<file path="config.mk">
export PLATFORM = sky130hd
export DESIGN_NAME = swung_phase_clock
export DESIGN_NICKNAME = d
export VERILOG_FILES = /design/src/sv/spc_pkg.sv /design/src/sv/swung_phase_clock.sv /design/src/sv/spc_div_unit.sv
export SDC_FILE = /design/constraint.sdc
export NUM_CORES = 2
export LEC_CHECK = 0
export CAP_MARGIN = 40
export CELL_PAD_IN_SITES_DETAIL_PLACEMENT = 1
export CELL_PAD_IN_SITES_GLOBAL_PLACEMENT = 2
export CORE_ASPECT_RATIO = 2
export CORE_MARGIN = 10
export CORE_UTILIZATION = 42
export DETAILED_ROUTE_END_ITERATION = 16
export DONT_BUFFER_PORTS = 1
export HOLD_SLACK_MARGIN = 0.12
export PLACE_DENSITY_LB_ADDON = 0.1
export REMOVE_ABC_BUFFERS = 1
export SYNTH_ARGS = -nofsm -noshare
export SYNTH_HDL_FRONTEND = slang
export SYNTH_SLANG_ARGS = --single-unit
</file>
<file path="constraint.sdc">
create_clock -name i_clk -period 10.8 [get_ports i_clk]
set_input_delay 1.62 -clock i_clk [delete_from_list [all_inputs] [get_ports i_clk]]
set_output_delay 1.62 -clock i_clk [all_outputs]
set_load 0.02 [all_outputs]
</file>
<file path="src/sv/spc_pkg.sv">
package spc_pkg;

    // Frame offsets at or above this count are held at the last frame.
    localparam int unsigned MAX_FRAMES = 4096;

    localparam logic [31:0] SPQ_RESET = 32'd98304000;
    localparam logic [23:0] QPC_RESET = 24'd65536;

    // Shared divider widths: dividend shift line, partial remainder, quotient.
    localparam int unsigned DVD_W = 77;
    localparam int unsigned REM_W = 41;
    localparam int unsigned QUO_W = 64;

    typedef enum logic [2:0] {
        ST_IDLE,
        ST_DIV1,
        ST_POS,
        ST_DIV2,
        ST_FIX,
        ST_SEL,
        ST_DIV3,
        ST_FIN
    } t_state;

    typedef enum logic {
        REG_SPQ = 1'b0,
        REG_QPC = 1'b1
    } t_reg_idx;

    typedef struct packed {
        logic             load;
        logic             step;
        logic [REM_W-1:0] rem;
        logic [DVD_W-1:0] dvd;
        logic [REM_W-1:0] div;
    } t_div_ctrl;

    typedef struct packed {
        logic [QUO_W-1:0] quo;
        logic [REM_W-1:0] rem;
        logic [REM_W-1:0] div;
    } t_div_stat;

endpackage

</file>
<file path="src/sv/swung_phase_clock.sv">
// Swung phase clock: one input item per audio frame, one result item per input item.
// The frame's position in quarter notes (host position plus offset, or sample count
// divided by samples per quarter) is split into pairs of cycles, the swing moves the
// boundary inside each pair, and the result carries the ramp phase and a trigger on
// every change of cycle index. All division runs on one restoring divider that takes
// one quotient bit per clock: 77 steps for the position, 64 for the pair index and
// 16 for the phase. Around the divisions an item also passes the accept state, the
// position and pair fix-up states, the split select state and the result load state;
// a new item is accepted only once the previous one has passed all of them, and the
// result load waits while the output is stalled. The input side takes the next item
// while the previous result still waits on the output register.
module swung_phase_clock (
    input  logic         i_clk,
    input  logic         i_rst_n,
    input  logic         s_axis_tvalid,
    output logic         s_axis_tready,
    // [39:0] host_position, [87:40] sample_position, [99:88] frame_offset,
    // [115:100] swing_amount, [119:116] zero
    input  logic [119:0] s_axis_tdata,
    // [0] playing
    input  logic         s_axis_tuser,
    output logic         m_axis_tvalid,
    input  logic         m_axis_tready,
    // [15:0] phase
    output logic [15:0]  m_axis_tdata,
    // [0] trigger
    output logic         m_axis_tuser,
    input  logic         psel,
    input  logic         penable,
    input  logic         pwrite,
    input  logic [2:0]   paddr,
    input  logic [31:0]  pwdata,
    output logic [31:0]  prdata,
    output logic         pready
);
    import spc_pkg::*;

    localparam logic [6:0]  DIV1_STEPS = 7'd77;
    localparam logic [6:0]  DIV2_STEPS = 7'd64;
    localparam logic [6:0]  DIV3_STEPS = 7'd16;
    localparam logic [16:0] FO_LIMIT   = 17'(MAX_FRAMES - 1);
    localparam logic [16:0] UNIT       = 17'h10000;

    t_state        r_state;
    t_state        n_state;
    logic [6:0]    r_cnt;
    logic [31:0]   r_spq;
    logic [23:0]   r_qpc;
    logic          r_play;
    logic [39:0]   r_host;
    logic [15:0]   r_a;
    logic [23:0]   r_q;
    logic [40:0]   r_split;
    logic [40:0]   r_s2;
    logic          r_neg;
    logic [63:0]   r_cyc;
    logic [24:0]   r_m;
    logic [63:0]   r_prev;
    logic          r_mvalid;
    logic [15:0]   r_phase;
    logic          r_trig;

    t_div_ctrl     div_ctrl;
    t_div_stat     div_stat;

    logic          in_take;
    logic          out_load;
    logic          cfg_wr;
    logic [39:0]   in_host;
    logic [47:0]   in_spos;
    logic [11:0]   in_fo;
    logic [15:0]   in_a;
    logic [11:0]   fo_sat;
    logic [48:0]   spos_sum;
    logic [60:0]   pos_num;
    logic [31:0]   spq_eff;
    logic [23:0]   q_eff;
    logic [63:0]   x_pos;
    logic [63:0]   x_mag;
    logic [16:0]   a_plus;
    logic [16:0]   a_minus;
    logic [24:0]   dbl_q;
    logic [63:0]   pair;
    logic [24:0]   m_val;
    logic [40:0]   m_scaled;
    logic          m_low;

    spc_div_unit u_div (
        .i_clk  (i_clk),
        .i_ctrl (div_ctrl),
        .o_stat (div_stat)
    );

    assign in_host = s_axis_tdata[39:0];
    assign in_spos = s_axis_tdata[87:40];
    assign in_fo   = s_axis_tdata[99:88];
    assign in_a    = s_axis_tdata[115:100];

    assign in_take  = s_axis_tvalid && s_axis_tready;
    assign out_load = (r_state == ST_FIN) && (!r_mvalid || m_axis_tready);
    assign cfg_wr   = psel && penable && pwrite && pready;

    assign fo_sat   = ({5'b0, in_fo} > FO_LIMIT) ? FO_LIMIT[11:0] : in_fo;
    assign spos_sum = {1'b0, in_spos} + {37'b0, fo_sat};
    assign pos_num  = s_axis_tuser ? {37'b0, fo_sat, 12'b0} : {spos_sum, 12'b0};
    assign spq_eff  = (r_spq == '0) ? 32'd1 : r_spq;
    assign q_eff    = (r_qpc == '0) ? 24'd1 : r_qpc;

    // Position in quarters, Q47.16, wrapping in 64 bits.
    assign x_pos = r_play ? ({{24{r_host[39]}}, r_host} + div_stat.quo) : div_stat.quo;
    assign x_mag = x_pos[63] ? (~x_pos + 64'd1) : x_pos;

    assign a_plus  = UNIT + {1'b0, r_a};
    assign a_minus = UNIT - {1'b0, r_a};
    assign dbl_q   = {r_q, 1'b0};

    // Turn the magnitude division back into a floor division for negative positions.
    always_comb begin
        pair  = div_stat.quo;
        m_val = div_stat.rem[24:0];
        if (r_neg) begin
            if (div_stat.rem[24:0] == '0) begin
                pair  = ~div_stat.quo + 64'd1;
                m_val = '0;
            end else begin
                pair  = ~div_stat.quo;
                m_val = dbl_q - div_stat.rem[24:0];
            end
        end
    end

    assign m_scaled = {r_m, 16'b0};
    assign m_low    = m_scaled < r_split;

    always_comb begin
        n_state = r_state;
        unique case (r_state)
            ST_IDLE: if (in_take) n_state = ST_DIV1;
            ST_DIV1: if (r_cnt == 7'd1) n_state = ST_POS;
            ST_POS:  n_state = ST_DIV2;
            ST_DIV2: if (r_cnt == 7'd1) n_state = ST_FIX;
            ST_FIX:  n_state = ST_SEL;
            ST_SEL:  n_state = ST_DIV3;
            ST_DIV3: if (r_cnt == 7'd1) n_state = ST_FIN;
            ST_FIN:  if (out_load) n_state = ST_IDLE;
            default: n_state = ST_IDLE;
        endcase
    end

    always_comb begin
        s_axis_tready = 1'b0;
        div_ctrl      = '0;
        unique case (r_state)
            ST_IDLE: begin
                s_axis_tready = 1'b1;
                div_ctrl.load = in_take;
                div_ctrl.dvd  = {pos_num, 16'b0};
                div_ctrl.div  = {9'b0, spq_eff};
            end
            ST_DIV1, ST_DIV2, ST_DIV3: begin
                div_ctrl.step = 1'b1;
            end
            ST_POS: begin
                div_ctrl.load = 1'b1;
                div_ctrl.dvd  = {x_mag, 13'b0};
                div_ctrl.div  = {16'b0, dbl_q};
            end
            ST_SEL: begin
                div_ctrl.load = 1'b1;
                div_ctrl.rem  = m_low ? m_scaled : (m_scaled - r_split);
                div_ctrl.div  = m_low ? r_split : r_s2;
            end
            ST_FIX, ST_FIN: begin
                div_ctrl = '0;
            end
            default: div_ctrl = '0;
        endcase
    end

    always_ff @(posedge i_clk) begin
        if (!i_rst_n) begin
            r_state  <= ST_IDLE;
            r_cnt    <= '0;
            r_spq    <= SPQ_RESET;
            r_qpc    <= QPC_RESET;
            r_prev   <= '1;
            r_mvalid <= 1'b0;
        end else begin
            r_state <= n_state;
            if (cfg_wr) begin
                unique case (t_reg_idx'(paddr[2]))
                    REG_SPQ: r_spq <= pwdata;
                    REG_QPC: r_qpc <= pwdata[23:0];
                    default: r_spq <= r_spq;
                endcase
            end
            unique case (r_state)
                ST_IDLE: if (in_take) r_cnt <= DIV1_STEPS;
                ST_POS:  r_cnt <= DIV2_STEPS;
                ST_SEL:  r_cnt <= DIV3_STEPS;
                ST_DIV1, ST_DIV2, ST_DIV3: r_cnt <= r_cnt - 7'd1;
                default: r_cnt <= r_cnt;
            endcase
            if (out_load) begin
                r_mvalid <= 1'b1;
                r_prev   <= r_cyc;
            end else if (m_axis_tready) begin
                r_mvalid <= 1'b0;
            end
        end
    end

    always_ff @(posedge i_clk) begin
        unique case (r_state)
            ST_IDLE: begin
                if (in_take) begin
                    r_play <= s_axis_tuser;
                    r_host <= in_host;
                    r_a    <= in_a;
                    r_q    <= q_eff;
                end
            end
            ST_POS: begin
                r_neg   <= x_pos[63];
                r_split <= {17'b0, r_q} * {24'b0, a_plus};
            end
            ST_FIX: begin
                r_cyc <= {pair[62:0], 1'b0};
                r_m   <= m_val;
                r_s2  <= {17'b0, r_q} * {24'b0, a_minus};
            end
            ST_SEL: begin
                r_cyc[0] <= !m_low;
            end
            ST_FIN: begin
                if (out_load) begin
                    r_phase <= (div_stat.quo[63:16] != '0) ? 16'hFFFF : div_stat.quo[15:0];
                    r_trig  <= r_cyc != r_prev;
                end
            end
            default: r_neg <= r_neg;
        endcase
    end

    assign m_axis_tvalid = r_mvalid;
    assign m_axis_tdata  = r_phase;
    assign m_axis_tuser  = r_trig;

    assign pready = 1'b1;
    assign prdata = (t_reg_idx'(paddr[2]) == REG_QPC) ? {8'b0, r_qpc} : r_spq;

    // An accepted item keeps the input side closed for the whole computation.
    a_busy_after_take: assert property (@(posedge i_clk) disable iff (!i_rst_n)
        in_take |=> !s_axis_tready)
        else $error("input accepted again right after an item");

    // The divider must never run out of steps inside a division state.
    a_step_count: assert property (@(posedge i_clk) disable iff (!i_rst_n)
        (r_state == ST_DIV1 || r_state == ST_DIV2 || r_state == ST_DIV3)
        |-> r_cnt != 7'd0)
        else $error("divider step count reached zero while dividing");

    // A partial remainder at or above the divisor means a bad load or a lost step.
    a_rem_bound: assert property (@(posedge i_clk) disable iff (!i_rst_n)
        (r_state == ST_DIV1 || r_state == ST_DIV2 || r_state == ST_DIV3)
        |-> div_stat.rem < div_stat.div)
        else $error("divider remainder not below divisor");

    // A result is loaded only when the output register is free or being emptied.
    a_no_overwrite: assert property (@(posedge i_clk) disable iff (!i_rst_n)
        (r_mvalid && !m_axis_tready && r_state == ST_FIN) |=> r_state == ST_FIN)
        else $error("result left the final state while output was stalled");

endmodule

</file>
<file path="src/sv/spc_div_unit.sv">
module spc_div_unit (
    input  logic               i_clk,
    input  spc_pkg::t_div_ctrl i_ctrl,
    output spc_pkg::t_div_stat o_stat
);
    import spc_pkg::*;

    logic [REM_W-1:0] r_rem;
    logic [DVD_W-1:0] r_dvd;
    logic [QUO_W-1:0] r_quo;
    logic [REM_W-1:0] r_div;

    logic [REM_W:0]   shifted;
    logic [REM_W+1:0] diff;
    logic             fits;

    // One restoring step: bring in the next dividend bit and try a subtract.
    assign shifted = {r_rem, r_dvd[DVD_W-1]};
    assign diff    = {1'b0, shifted} - {2'b00, r_div};
    assign fits    = ~diff[REM_W+1];

    always_ff @(posedge i_clk) begin
        if (i_ctrl.load) begin
            r_rem <= i_ctrl.rem;
            r_dvd <= i_ctrl.dvd;
            r_div <= i_ctrl.div;
            r_quo <= '0;
        end else if (i_ctrl.step) begin
            r_rem <= fits ? diff[REM_W-1:0] : shifted[REM_W-1:0];
            r_dvd <= {r_dvd[DVD_W-2:0], 1'b0};
            r_quo <= {r_quo[QUO_W-2:0], fits};
        end
    end

    assign o_stat.quo = r_quo;
    assign o_stat.rem = r_rem;
    assign o_stat.div = r_div;

endmodule
</file>
### After elaboration in Yosys (flattened, before gate mapping)

Index checks and enable logic that the tools add are counted.
Widths: inputs -> output; s select.

* flip-flop bits (word level): 624
* bits in latches: 0
* memory bits (writable): 0
* memory bits (read-only): 0
* memories: 0

* $add $sub $neg: 10
* $mul: 2
* divide/modulo/power cells: 0
* $lt $le $gt $ge: 1
* equality and inequality tests: 14
* shifts and indexed selects: 0
* mux-type cells: 33
* bitwise logic cells: 4
* reduce and logical (&&, ||, !) cells: 24

Operator list (count)
* $mux 41: 6
* $mux 77: 2
* $pmux 77 s2: 1
* $mux 64: 2
* $mux 63: 2
* $pmux 41 s3: 1
* $mul 24x17->41: 2
* $add 64x1->64 const B: 1
* $add 64x64->64: 1
* $mux 32: 2
* $ne 64x64->1: 1
* $not 64->64: 1
* $add 63x1->63 const B: 1
* $not 63->63: 1
* $mux 61: 1
* $mux 25: 2
* $add 48x12->49: 1
* $reduce_bool 48->1: 1
* $sub 42x41->43: 1
* $lt 41x41->1: 1
* $sub 41x41->41: 1
* $logic_not 32->1: 1
* $pmux 7 s4: 1
* $logic_not 25->1: 1
* 26 further kinds: 53

### Depth between registers and ports, before layout

* depth in word-level cells: 7
* gate-level depth with buffers: 33
* mapped depth without buffers: 31

### Cells and area by module

From an unflattened synthesis, not the netlist that was laid out.

* cells, all modules: 7163
* area, all modules: 65197.5 µm²

Modules (own cells, without submodules)
* swung_phase_clock: times used 1, cells an instance 6214, area an instance 53874.2 µm², sequential area each 10730.3 µm²
* spc_div_unit: times used 1, cells an instance 949, area an instance 11323.4 µm², sequential area each 6055.8 µm²

### Worst setup path before layout

OpenSTA, ideal clock, no wires.

* path kind: register to register
* start point: register r_a[3]
* end point: register r_s2[39], data pin
* setup time: 0.258 ns
* arrival time: 7.637 ns
* data required time: 10.542 ns
* slack: 2.905 ns
* cell stages (with the launch flop): 30
* period minus slack after synthesis: 7.895 ns
* path through: edfxtp_1 > clkbuf_1 > or4_1 > nor4_1 > nand3b_1 > nor3_1 > xnor2_1 > clkbuf_1 > nand2_1 > fa_1 > inv_1 > fa_1 > fa_1 > fa_1 > fa_1 > inv_1 > fa_1 > inv_1 > ha_1 > and3_1 > and3_1 > or4b_2 > a21boi_0 > and2_1 > o21ai_0 > nand2_1 > a31oi_1 > o21ai_0 > a21oi_1 > xnor2_1

* cells in the longest elaborated chain, start to end: 2

Ends and longest elaborated chain
* from (decl): RTL line swung_phase_clock.sv:51 `logic [15:0] r_a;`
* from (signal assigned): RTL line swung_phase_clock.sv:219 `r_a <= in_a;`
* $sub 17x16->17: RTL line swung_phase_clock.sv:114 `assign a_minus = UNIT - {1'b0, r_a};`
* $mul 24x17->41: RTL line swung_phase_clock.sv:230 `r_s2 <= {17'b0, r_q} * {24'b0, a_minus};`
* to (signal assigned): RTL line swung_phase_clock.sv:230
* to (decl): RTL line swung_phase_clock.sv:54 `logic [40:0] r_s2;`

No other way between the ends.
A chain may end at the register's enable or synchronous reset.

### Worst setup path in the final report

* start point: register r_a[4]
* end point: register r_s2[39], data pin

The elaborated chain is that of the path after synthesis.

==> impl_results.md <==
- TritonRoute pass-1 iters: 5
- Die height: 572 um
- CTS tree: built
- Tot GR Track Use: 28.0%
- F_max: 0.106 GHz
- PostCTS Resize Cnt: 0
- DR iter-0 viols: 2196
- Worst slew pin tran: 0.907 ns
- Critical Path Most Common Cell: fa_1
- Final max-slew violation count: 0
- Routed Antenna Nets: 0
- Port-buffer cells: 0
- CTS Buf Count: 59
- Initial core utilization: 42.2%
- Async S/R FF share, synth: 0%
- Initial antenna violation count: 14
- Most frequent cell after synthesis: nand2_1
- Setup violations, final: 0
- Pwr/cell area: 307 nW/um^2
- Final worst path period share: 87.2%
- Avg Cell Area, Syn: 8.97 um^2
- Layout cells sized above 1: 5.07%
- Routed WL: 236000 um
- DR DRC count: 0
- Multi-input gate area: 42700 um^2
- Chip width: 296 um
- Rel. slew slack: 39.1%
- H-tree depth: 2
- Synthesized flop and latch total: 611
- Synth area leader: fa_1
- CTS clock-pin slew for the worst setup and hold paths: 0.07 ns
- Grt ovf: 0
- Slowest CP cell: or4_1
- Worst setup EP type: flop
- Vias: 51100
- CP max stage delay: 0.74 ns
- Fillers: 17400
- Vias in the first global route: 57400
- Worst Clk Skew: 0.0559 ns
- Ys Warns: 0
- Post-synth EDFFs: 416
- Root Driver: clkbuf_16
- Main synth FF type: edfxtp_1
- # rows: 202
- LEAKAGE: 30.1 nW
- First-pass GRT wire length: 353000 um
- Hold Violations, Final: 0
- Post-CTS Hold Buffers: 0
- HPWL Detailed: 190000 um
- Gate Count Post-Synth: 7121
- Largest net degree at the start of global routing: 132
- Total of max-cap violations: 0
- Setup ws final: 1.38 ns
- Top cells by area, synth: fa_1 (21%), edfxtp_1 (20%), ha_1 (7.8%)
- Synthesized area: 63900 um^2
- CTS max path bufs: 3
- Fin nets: 8132
- GP Congestion: 0.929
- Final Util: 45.2%
- Post-layout minimum cycle time: 9.42 ns
- Core area: 151000 um^2
- Clock Latency Late Sink: 0.71 ns
- Critical Path AT: 9.84 ns
- Status: finished clean
- Die area: 169000 um^2
- Register area share after synthesis: 25.7%
- Setup crit start kind: flop
- Worst EP required: 11.22 ns
- Sink Count: 611
- Hold Path Class: flop to flop
- VDD IR max: 374 uV
- Avg Vias per Cell: 5.73
- Yosys cell types: 90
- Routed WL per cell: 26.5 um
- I/O pins: 215
- Unrepaired setup endpoints after global routing: no
- Post-Place Setup Slack: 1.37 ns
- FF/Latch Area: 16400 um^2
- Crit path max fanout: 18
- Postcts setup bufs: 0
- Synth top area share: 20.7%
- WS Path Type: flop to flop
- Commonest cells in the synthesized netlist: nand2_1 (1131), inv_1 (938), fa_1 (662)
- Pwr Total: 0.0210 W
- Area delta synth->final: 7.06%
worst max-delay path, delay by kind of cell (launching register included):
kind | cells | cell delay, ns
AND/OR/NAND/NOR | 10 | 3.38
buffers and inverters | 4 | 0.50
AO/OA/AOI/OAI | 5 | 1.18
XOR/XNOR | 2 | 0.38
flip-flops | 1 | 0.40
adder cells (fa/ha/maj) | 7 | 3.27
cell usage in the layout, fill, tap and decap left out, types with 41 or more instances in the layout:
| cell | synthesis | layout |
|---|---|---|
| nand2_1 | 1131 | 1128 |
| nand2b_1 | 60 | 58 |
| a21oi_1 | 322 | 321 |
| xor2_1 | 108 | 104 |
| xnor2_1 | 313 | 305 |
| nand4_1 | 52 | 52 |
| clkbuf_16 | 0 | 64 |
| dfxtp_1 | 195 | 194 |
| ha_1 | 400 | 400 |
| o22ai_1 | 84 | 84 |
| and3_1 | 43 | 43 |
| o21a_1 | 41 | 41 |
| mux2i_1 | 153 | 153 |
| a21boi_0 | 69 | 69 |
| nor3_1 | 90 | 88 |
| o21ai_0 | 233 | 233 |
| nor4_1 | 48 | 47 |
| inv_1 | 938 | 932 |
| edfxtp_1 | 416 | 416 |
| fa_1 | 662 | 662 |
| nor2_1 | 250 | 247 |
| buf_4 | 1 | 107 |
| a21o_1 | 103 | 103 |
| nor2b_1 | 52 | 52 |
| nand3_1 | 151 | 151 |
| and2_1 | 308 | 306 |
| a31oi_1 | 45 | 44 |
routing by layer:
metal	part of all wire, %	wire [um]	global-route usage, %
met1	31	74200	24.8
met2	57	135000	56.8
met3	2.5	5820	2.30
met4	8.6	20400	20.5
met5	0.0055	13	0
registers in the layout (all words and copies together) (netlist names), 24 cells and up:
name	count
r_q	24
u_div.r_rem	41
r_qpc	24
u_div.r_dvd	64
r_host	40
r_split	41
u_div.r_div	41
r_s2	41
r_cyc	64
r_prev	64
r_spq	32
u_div.r_quo	64
r_m	25
layout make-up:
cell class,instances,area share [%]
multi-input combinational,5176,62.4
timing repair buffer,120,1.48
clock inverter,42,0.951
antenna,9,0.0329
clock buffer,70,2.43
sequential,611,24.0
tap,1938,3.55
inverter,939,5.16
through the flow:
| stage | instance area, um^2 | cells | hold WS, ns | setup TNS [ns] |
|---|---|---|---|---|
| 3_3_place_gp | 65800 | 8769 | 0.459 | 0 |
| 5_1_grt | 68400 | 8904 | 0.504 | 0 |
| 2_1_floorplan | 62400 | 6726 | 0.447 | -46.29 |
| 4_1_cts | 68400 | 8894 | 0.484 | 0 |
| 6_report | 68400 | 8905 | 0.481 | 0 |
| 3_5_place_dp | 66000 | 8782 | 0.473 | 0 |
worst paths after layout:
| check | slack (ns) | cells past startpoint | endpoint | from |
|---|---|---|---|---|
| max reg2reg | 1.38 | 28 | r_s2[39] | r_a[4] |
| min reg2reg | 0.48 | 2 | r_prev[56] | r_prev[56] |
| min | 0.48 | 2 | r_prev[56] | r_prev[56] |
| max | 1.38 | 28 | r_s2[39] | r_a[4] |
report_power, final:
part	internal, W	leakage, nW	switching, W
clock network	0.00145	1.12	0.00106
logic	0.00574	23.4	0.00914
registers	0.00338	5.57	0.000228
total	0.0106	30.1	0.0104
cells by family (layout without fill, tap and decap cells):
kind of cell    Yosys count  after routing  synth area share (%)
simple gates           2302           2302                  16.9
buf+inv                1334           1171                  7.88
compound gates         1206           1206                  12.2
fa+ha+maj              1062           1062                  28.6
flops                   611            611                  25.7
xor+xnor                421            421                  5.77
mux                     184            184                  2.94
other cells               1             10               0.00587
(Power assumes the default switching activity.)
